## src/gbb_pkg.sv

```systemverilog
package gbb_pkg;

  localparam int DEF_MAX_WIDTH  = 2048;
  localparam int DEF_MAX_HEIGHT = 2048;

  localparam int PIX_W      = 8;
  localparam int SIZE_W     = 12;
  localparam int MODE_W     = 2;
  localparam int CFG_IDX_W  = 2;
  localparam int CFG_DATA_W = 12;
  localparam int MIN_SIZE   = 3;

  // Register indexes of the configuration port.
  localparam logic [CFG_IDX_W-1:0] CFG_IMAGE_WIDTH  = 2'd0;
  localparam logic [CFG_IDX_W-1:0] CFG_IMAGE_HEIGHT = 2'd1;
  localparam logic [CFG_IDX_W-1:0] CFG_CHANNEL_MODE = 2'd2;

  localparam logic [SIZE_W-1:0] RST_SIZE = 12'd1080;
  localparam logic [MODE_W-1:0] RST_MODE = 2'd3;

  // Channel mode codes; any other code behaves as one channel.
  localparam logic [MODE_W-1:0] MODE_TWO   = 2'd2;
  localparam logic [MODE_W-1:0] MODE_THREE = 2'd3;

  // Sum of nine pixels, and reciprocals for the divisions by 3 and by 9.
  localparam int              SUM_W    = 12;
  localparam logic [9:0]      DIV3_MUL = 10'd683;   // 2^11 / 3, rounded up
  localparam logic [12:0]     DIV9_MUL = 13'd7282;  // 2^16 / 9, rounded up

  // Per-item control decided at acceptance time.
  typedef struct packed {
    logic drain;   // item lies past the last pixel of the frame
    logic emit;    // item releases a center pixel
    logic border;  // released center lies on the frame border
    logic last;    // released center is the last one of the frame
  } pos_t;

endpackage

```

## src/gbb_ctrl.sv

```systemverilog
module gbb_ctrl #(
  parameter int MAX_WIDTH  = gbb_pkg::DEF_MAX_WIDTH,
  parameter int MAX_HEIGHT = gbb_pkg::DEF_MAX_HEIGHT,
  localparam int CW = $clog2(MAX_WIDTH + 1),
  localparam int RW = $clog2(MAX_HEIGHT + 2),
  localparam int AW = $clog2(MAX_WIDTH)
) (
  input  logic          clk,
  input  logic          rst_n,
  input  logic          step,
  input  logic          flush,
  input  logic          restart,
  input  logic [CW-1:0] w_size,
  input  logic [RW-1:0] h_size,
  output logic          load,
  output gbb_pkg::pos_t pos,
  output logic [AW-1:0] col
);

  import gbb_pkg::*;

  logic [CW-1:0] in_col_r, in_col_nxt;
  logic [RW-1:0] in_row_r, in_row_nxt;
  logic [CW-1:0] out_col_r, out_col_nxt;
  logic [RW-1:0] out_row_r, out_row_nxt;
  logic [CW-1:0] in_col_inc, out_col_inc;
  logic [CW-1:0] w_m1;
  logic [RW-1:0] h_m1;
  logic          drain;
  logic          emit;
  logic          border;
  logic          last;

  assign w_m1  = w_size - CW'(1);
  assign h_m1  = h_size - RW'(1);
  assign drain = in_row_r >= h_size;

  // A flush tick only counts once the frame's pixels are all in.
  assign load = step && !(flush && !drain);

  assign emit   = (in_row_r >= RW'(2)) || ((in_row_r == RW'(1)) && (in_col_r != '0));
  assign border = (out_row_r == '0) || (out_row_r >= h_m1) ||
                  (out_col_r == '0) || (out_col_r >= w_m1);
  assign last   = (out_row_r >= h_m1) && (out_col_r >= w_m1);

  assign in_col_inc  = in_col_r + CW'(1);
  assign out_col_inc = out_col_r + CW'(1);

  always_comb begin
    in_col_nxt  = in_col_r;
    in_row_nxt  = in_row_r;
    out_col_nxt = out_col_r;
    out_row_nxt = out_row_r;
    if (restart) begin
      in_col_nxt  = '0;
      in_row_nxt  = '0;
      out_col_nxt = '0;
      out_row_nxt = '0;
    end else if (load) begin
      if (in_col_inc >= w_size) begin
        in_col_nxt = '0;
        in_row_nxt = in_row_r + RW'(1);
      end else begin
        in_col_nxt = in_col_inc;
      end
      if (emit) begin
        if (last) begin
          in_col_nxt  = '0;
          in_row_nxt  = '0;
          out_col_nxt = '0;
          out_row_nxt = '0;
        end else if (out_col_inc >= w_size) begin
          out_col_nxt = '0;
          out_row_nxt = out_row_r + RW'(1);
        end else begin
          out_col_nxt = out_col_inc;
        end
      end
    end
  end

  always_ff @(posedge clk) begin
    if (!rst_n) begin
      in_col_r  <= '0;
      in_row_r  <= '0;
      out_col_r <= '0;
      out_row_r <= '0;
    end else begin
      in_col_r  <= in_col_nxt;
      in_row_r  <= in_row_nxt;
      out_col_r <= out_col_nxt;
      out_row_r <= out_row_nxt;
    end
  end

  assign pos.drain  = drain;
  assign pos.emit   = emit;
  assign pos.border = border;
  assign pos.last   = last;
  assign col        = in_col_r[AW-1:0];

endmodule

```

## config.mk

```make
export PLATFORM = sky130hd
export DESIGN_NAME = gbb_ctrl
export DESIGN_NICKNAME = d
export VERILOG_FILES = /design/src/gbb_pkg.sv /design/src/gbb_ctrl.sv
export SDC_FILE = /design/constraint.sdc
export NUM_CORES = 1
export LEC_CHECK = 0
export BUFFER_PORTS_ARGS = -buffer_cell sky130_fd_sc_hd__buf_2
export CAP_MARGIN = 20
export CELL_PAD_IN_SITES_DETAIL_PLACEMENT = 2
export CELL_PAD_IN_SITES_GLOBAL_PLACEMENT = 2
export CORE_ASPECT_RATIO = 0.7
export CORE_MARGIN = 1
export CORE_UTILIZATION = 33
export CTS_CLUSTER_DIAMETER = 50
export DETAILED_ROUTE_END_ITERATION = 10
export PLACE_DENSITY = 0.78
export SLEW_MARGIN = 5
export SYNTH_ARGS = -nofsm -noshare
export SYNTH_HDL_FRONTEND = slang
export SYNTH_SLANG_ARGS = --single-unit
```

## constraint.sdc

```tcl
create_clock -name clk -period 3.8 [get_ports clk]
set_input_delay 0.76 -clock clk [delete_from_list [all_inputs] [get_ports clk]]
set_output_delay 0.76 -clock clk [all_outputs]
set_load 0.01 [all_outputs]
```

==> results.ini, run 1 <==
[logic_synthesis]
async_flop_share_pct = 0
syn_nets = 677
synth_area_sq_um = 4604
ys.flop_type = dfxtp_1
seq_area_frac_synth_pct = 20.87
ys_warn_count = 0
netlist_instances = 577
synth-edff-count = 0
synth-seq-cells = 48
yosysMostFrequentCell = ha_1
synth_top_area_cell = dfxtp_1
synth_commonest_cells = 71 x ha_1, 48 x dfxtp_1, 42 x inv_1, 41 x nor2_1, 41 x xnor2_1
synth_top_area_share_pct = 20.87
syn_area_per_cell_sq_um = 7.980
yosys-top-cells-area = dfxtp_1 21%, ha_1 19%, xnor2_1 7.8%
synth_cell_type_count = 52

[clock_network]
numCtsBuffers = 5
clkTransAtPathRegs_ps = 70
insertion_delay_ps = 300
root_buffer = clkbuf_16
cts_buffer_depth = 2
clock-sinks = 48
cts_tree = done
cts_htree_levels = 2

[timing]
finalMaxSlewViolations = 0
finalCritPeriodShare_pct = 104.8
fmax_ghz = 0.2512
rsz0062_at_grt = yes
slew_headroom_pct = 51.16
tightest_slew_ps = 725.9
finalCriticalPeriod_ps = 3981
finalClockSkew_ps = 6.816
finalHoldViolations = 0
finalSetupViolCount = 2
worst_slack_ps = -181.3

[hold_path]
holdPathStages = 2
hold_class = register to register

[finish]
post-route-util_pct = 41.90
post_route_cells_drive_above_1_share_pct = 21.27
finalNetCount = 744
diodes = 0
fillers = 1507
area_growth_pct = 21.96

[power]
leakagePower_nw = 2.433
p_total_mw = 1.160
power_density_nw_per_um2 = 206.6
vdd_drop_max_uv = 168.5

[detailed_routing]
ant_nets = 0
drc = 0
wire_per_inst_um = 20.41
num_vias = 4669
avgViaCountPerCell = 5.632
wirelength_um = 16920
drt-initial-drc-count = 121
first_pass_iters = 4

[setup_path]
rrSetupSlack_ps = 350
reg2reg_from = in_col_r[0]
worst_ep_arrival_time_ps = 3220
critical-path-top-delay-family = simple AND/OR/NAND/NOR gates
path_depth = 13
critPathCaptureType = output port
endpoint = pos[1]
ff2ff_path_depth = 13
path_class = input pin to output port
critPathSlowestCell = or4_4
cp_slowest_stage_delay_ps = 550
crit_fanout = 3
cp_cell_sequence = buf_8, buf_4, inv_1, ha_2, and3_4, nand4_1, xnor2_1, ha_1, a21o_1, a21oi_2, o21ai_2, or4_4, buf_6
r2r_end = in_col_r[4]
critPathRequiredTime_ps = 3040
crit_path_start = w_size[0]
cp-start-kind = input pin
critPathBufInv = 4

[die]
initial_core_util_pct = 34.36
core_sq_um = 13400
rows = 35
die_area_sq_um = 14440
die_y_um = 100.8
die_x_um = 143.2
io_pins = 45

[run_status]
outcome = finished, violations left
violations = setup timing

[placement]
port_buffers = 44
place_congestion = 0.7920
dpl.hpwl_um = 12700

[global_route]
grt_max_degree = 27
grt_first_pass_wirelength_um = 26020
grt_pass1_vias = 5014
grt_usage_pct = 23.26
antenna_found_initial = 0
overflow = 0

[flow_run]
drv_cap = 0

where the power goes:
group          leakage (nW)  switching [mW]  internal (mW)
clock                0.0729           0.210          0.260
combinational          1.97           0.109         0.0768
sequential            0.386        0.000809          0.503
total                  2.43           0.320          0.840
routing by layer:
layer / vias to the layer above / routed length, um / track usage (%)
met2: 65 / 8360 / 40.94
met5: - / 0 / 0
met4: 0 / 142 / 4.136
met3: 14 / 575 / 3.468
li1: 2219 / - / -
met1: 2371 / 7838 / 30.28
stage by stage:
step | cells | setup TNS, ps | hold WS [ps] | worst slack, ps | instance area (sq um)
after CTS | 819 | -256.0 | 548.8 | -133.4 | 5468
after floorplan | 577 | 0 | 468.8 | 1.361 | 4648
final | 829 | -288.3 | 548.4 | -181.3 | 5615
after global routing | 829 | -611.7 | 566.0 | -278.9 | 5615
after global placement | 807 | -255.7 | 512.8 | -183.0 | 5197
after detailed placement | 807 | -2336 | 532.0 | -340.0 | 5197
logic make-up after synthesis:
logic type,after synthesis,synth area share [%]
AND/OR/NAND/NOR,207,23.80
AO/OA/AOI/OAI,117,17.15
buffers and inverters,80,8.478
adder cells (fa/ha/maj),71,19.29
XOR/XNOR,49,9.321
flip-flops,48,20.87
multiplexers,5,1.087
worst min path at each step:
stage	startpoint	slack (ps)	endpoint
after CTS	out_col_r[10]	550	out_col_r[10]
after global routing	out_col_r[11]	570	out_col_r[11]
after global placement	out_row_r[11]	510	out_row_r[11]
after detailed placement	out_col_r[10]	530	out_col_r[10]
after floorplan	out_row_r[11]	470	out_row_r[11]
final	out_col_r[10]	550	out_col_r[10]
sequential cells by signal, indices dropped and copies added, names as in the netlist:
signal	flops
in_col_r	12
out_col_r	12
out_row_r	12
in_row_r	12
layout make-up:
type	count	area (sq um)	share of cell area [%]
Multi-Input combinational cell	449	3396	60.47
Sequential cell	48	960.9	17.11
Timing Repair Buffer	98	721.9	12.86
Tap cell	185	231.5	4.122
Inverter	42	157.7	2.807
Clock buffer	6	138.9	2.473
Clock inverter	1	8.758	0.1560
layout by cell type (no fill, tap or decap), types with 6 or more instances in the layout:
cell type	Yosys	routed
a21o_1	11	10
nand3_1	36	35
xor2_1	8	8
inv_1	42	42
buf_2	8	37
xnor2_1	41	40
buf_4	17	50
o21ai_0	12	11
nor2_1	41	40
o21ai_1	5	6
a211oi_1	14	13
dfxtp_1	48	48
nor4_1	15	12
or4_1	10	9
nand2_1	37	35
nand4_1	16	16
a21oi_1	37	33
o31ai_1	9	9
ha_1	71	70
a22oi_1	6	6
and3_1	9	8
nor3_1	14	11
worst min-delay path, stage by stage, from the launching register on:
cell and delay, ps:
dfxtp_1 370, nand2_1 80, a21oi_1 50
what timing repair did:
item	CTS	global route
setup endpoints to repair	2	2
hold buffers	0	0
setup buffers	5	13
pin swaps	22	21
gates resized for setup	21	17
Power figures use the tool's default switching activity.
==> inputs of run 2 (changes only) <==
- REMOVE_ABC_BUFFERS: not set -> 1
==> run 2 against run 1 <==
  * The flow still finishes with violations (setup timing)
  * Core utilization decreased by 0.89 points
  * Sequential share of layout area grew 0.37 points
  * First-iteration DRC count rose by 7.4%
  * Flip-flop and latch count unchanged
  * Clock-buffer cell count unchanged
  * Maximum frequency grew 0.44%
  * Via count down 2.2%
  * Design area fell by 2.1%
  * Routed wire length fell by 4.6%
  * Setup slack gained 17 ps
==> results.ini, run 2 (synthesis results as in run 1) <==
[run_status]
outcome = finished, violations left
violations = setup timing

[die]
die_x_um = 143.2  ; unchanged
die_y_um = 100.8  ; unchanged
die_area_sq_um = 14440  ; unchanged
io_pins = 45  ; unchanged
core_sq_um = 13400  ; unchanged
rows = 35  ; unchanged
initial_core_util_pct = 34.36  ; unchanged

[hold_path]
hold_class = register to register
holdPathStages = 2  ; unchanged

[global_route]
grt_pass1_vias = 4988  ; -0.52%
antenna_found_initial = 0  ; unchanged
grt_first_pass_wirelength_um = 26120  ; +0.40%
grt_max_degree = 27  ; unchanged
overflow = 0  ; unchanged
grt_usage_pct = 23.11  ; -0.15 points

[timing]
finalMaxSlewViolations = 0  ; unchanged
worst_slack_ps = -163.9  ; +17.48 ps
finalHoldViolations = 0  ; unchanged
rsz0062_at_grt = yes
tightest_slew_ps = 1040  ; +314.4 ps
finalClockSkew_ps = 5.681  ; -1.135 ps
slew_headroom_pct = 30.64  ; -21 points
finalSetupViolCount = 2  ; unchanged
fmax_ghz = 0.2523  ; +0.44%
finalCritPeriodShare_pct = 104.3  ; -0.46 points
finalCriticalPeriod_ps = 3964  ; -17.48 ps

[detailed_routing]
first_pass_iters = 4  ; unchanged
ant_nets = 0  ; unchanged
wirelength_um = 16140  ; -4.6%
drt-initial-drc-count = 130  ; +7.4%
avgViaCountPerCell = 5.571  ; -1.1%
wire_per_inst_um = 19.68  ; -3.6%
drc = 0  ; unchanged
num_vias = 4568  ; -2.2%

[clock_network]
numCtsBuffers = 5  ; unchanged
cts_buffer_depth = 2  ; unchanged
insertion_delay_ps = 300  ; about the same
root_buffer = clkbuf_16
cts_hold_buffers = 0  ; unchanged
clkTransAtPathRegs_ps = 70  ; about the same
cts_htree_levels = 2  ; unchanged
clock-sinks = 48  ; unchanged
cts_tree = done

[placement]
place_congestion = 0.7763  ; -2.0%
placed_area_sq_um = 5164  ; -0.65%
port_buffers = 44  ; unchanged
dpl.hpwl_um = 12350  ; -2.7%

[setup_path]
critPathBufInv = 3  ; -1
critical-path-top-delay-family = simple AND/OR/NAND/NOR gates
path_class = input pin to output port
cp-start-kind = input pin
path_depth = 13  ; unchanged
critPathCaptureType = output port
ff2ff_path_depth = 14  ; +1
rrSetupSlack_ps = 270  ; -80 ps
cp_cell_sequence = buf_6, nor3_4, nand2_2, nor4_2, buf_4, xnor2_2, ha_1, a21o_1, a21o_1, a21oi_2, o21ai_2, or4_4, buf_6
critPathRequiredTime_ps = 3040  ; about the same
cp_slowest_stage_delay_ps = 540  ; about the same
critPathSlowestCell = or4_4
worst_ep_arrival_time_ps = 3200  ; -20 ps
crit_fanout = 2  ; -1

[power]
p_int_uw = 841.5  ; +0.17%
pwr-share-comb_pct = 15.7  ; -0.3 points
vdd_drop_max_uv = 152.9  ; -9.3%
leakagePower_nw = 2.378  ; -2.2%
power_switching_share_pct = 27.46  ; -0.12 points
clock_power_share_pct = 40.9  ; +0.4 points
p_seq_share_pct = 43.4  ; about the same
p_total_mw = 1.160  ; about the same
power_density_nw_per_um2 = 211.1  ; +2.2%
switching_power_uw = 318.6  ; -0.45%

[finish]
final_cell_mix = 70 x ha_1, 48 x dfxtp_1, 43 x buf_4
fillers = 1542  ; +2.3%
design_area_sq_um = 5497  ; -2.1%
post_route_cells_drive_above_1_share_pct = 20.00  ; -1.3 points
final_common_cell = ha_1
area_growth_pct = 19.37
area.sequential_sq_um = 960.9  ; unchanged
post-route-util_pct = 41.02  ; -0.89 points
finalNetCount = 735  ; -1.2%
diodes = 0  ; unchanged
multi_input_area_sq_um = 3364  ; -0.92%

[flow_run]
drv_cap = 0  ; unchanged

## run 2: cell types whose count changed in the layout (fill, tap and decap cells not counted), sizes merged
| cell | before | now |
|---|---|---|
| buf | 98 | 89 |
## run 2: cell type report
type                       instances  area share [%]
tap                              185           4.211
clock buffer                       6           2.527
clock inverter                     1          0.1593
inverter                          42           2.868
sequential                        48           17.48
timing repair buffer              89           11.54
multi-input combinational        449           61.21
## run 2: worst paths after layout
path / from / endpoint
hold / removal: out_row_r[11] / out_row_r[11]
hold reg to reg: out_row_r[11] / out_row_r[11]
setup reg to reg: out_col_r[1] / out_col_r[2]
setup / recovery: w_size[0] / pos[1]
## run 2: worst reg2reg max path: cells and delay by family, from the launching register on
| kind | cells | cell delay, ps |
|---|---|---|
| AOI/OAI and AO/OA | 6 | 1120 |
| and+or+nand+nor | 4 | 870 |
| xor gates and xnor gates | 1 | 220 |
| buffers and inverters | 1 | 200 |
| adders and majority gates | 2 | 580 |
| DFF | 1 | 460 |
## run 2: power groups by stage
stage	clock network [mW]	logic, mW	registers, mW
floorplan	0	0.0790	0.516
global placement	0	0.152	0.515
detailed placement	0	0.165	0.516
CTS	0.486	0.174	0.504
global route	0.506	0.201	0.504
finish	0.474	0.182	0.504
## run 2: per-stage QoR
| step | worst slack (ps) | std cells | TNS [ps] | hold slack, ps |
|---|---|---|---|---|
| 3_3_place_gp | -325.0 | 810 | -410.6 | 507.1 |
| 6_report | -163.9 | 820 | -190.4 | 540.6 |
| 2_1_floorplan | -100.1 | 539 | -100.1 | 469.3 |
| 4_1_cts | -191.5 | 817 | -259.9 | 541.9 |
| 3_5_place_dp | -506.5 | 810 | -2001 | 531.9 |
| 5_1_grt | -312.1 | 820 | -486.8 | 563.4 |
## run 2: repair_timing
item / in CTS / in global routing
setup buffers: 0 / 3
gates resized for setup: 21 / 18
endpoints found under the setup margin: 2 / 5
pin swaps: 9 / 12
## run 2: routing by layer
metal	track usage [%]	vias to the layer above	wire length (um)
met2	39.47	59	7662
met5	0	-	0
met3	3.658	12	390
li1	-	2194	-
met4	3.309	0	126
met1	31.14	2303	7956
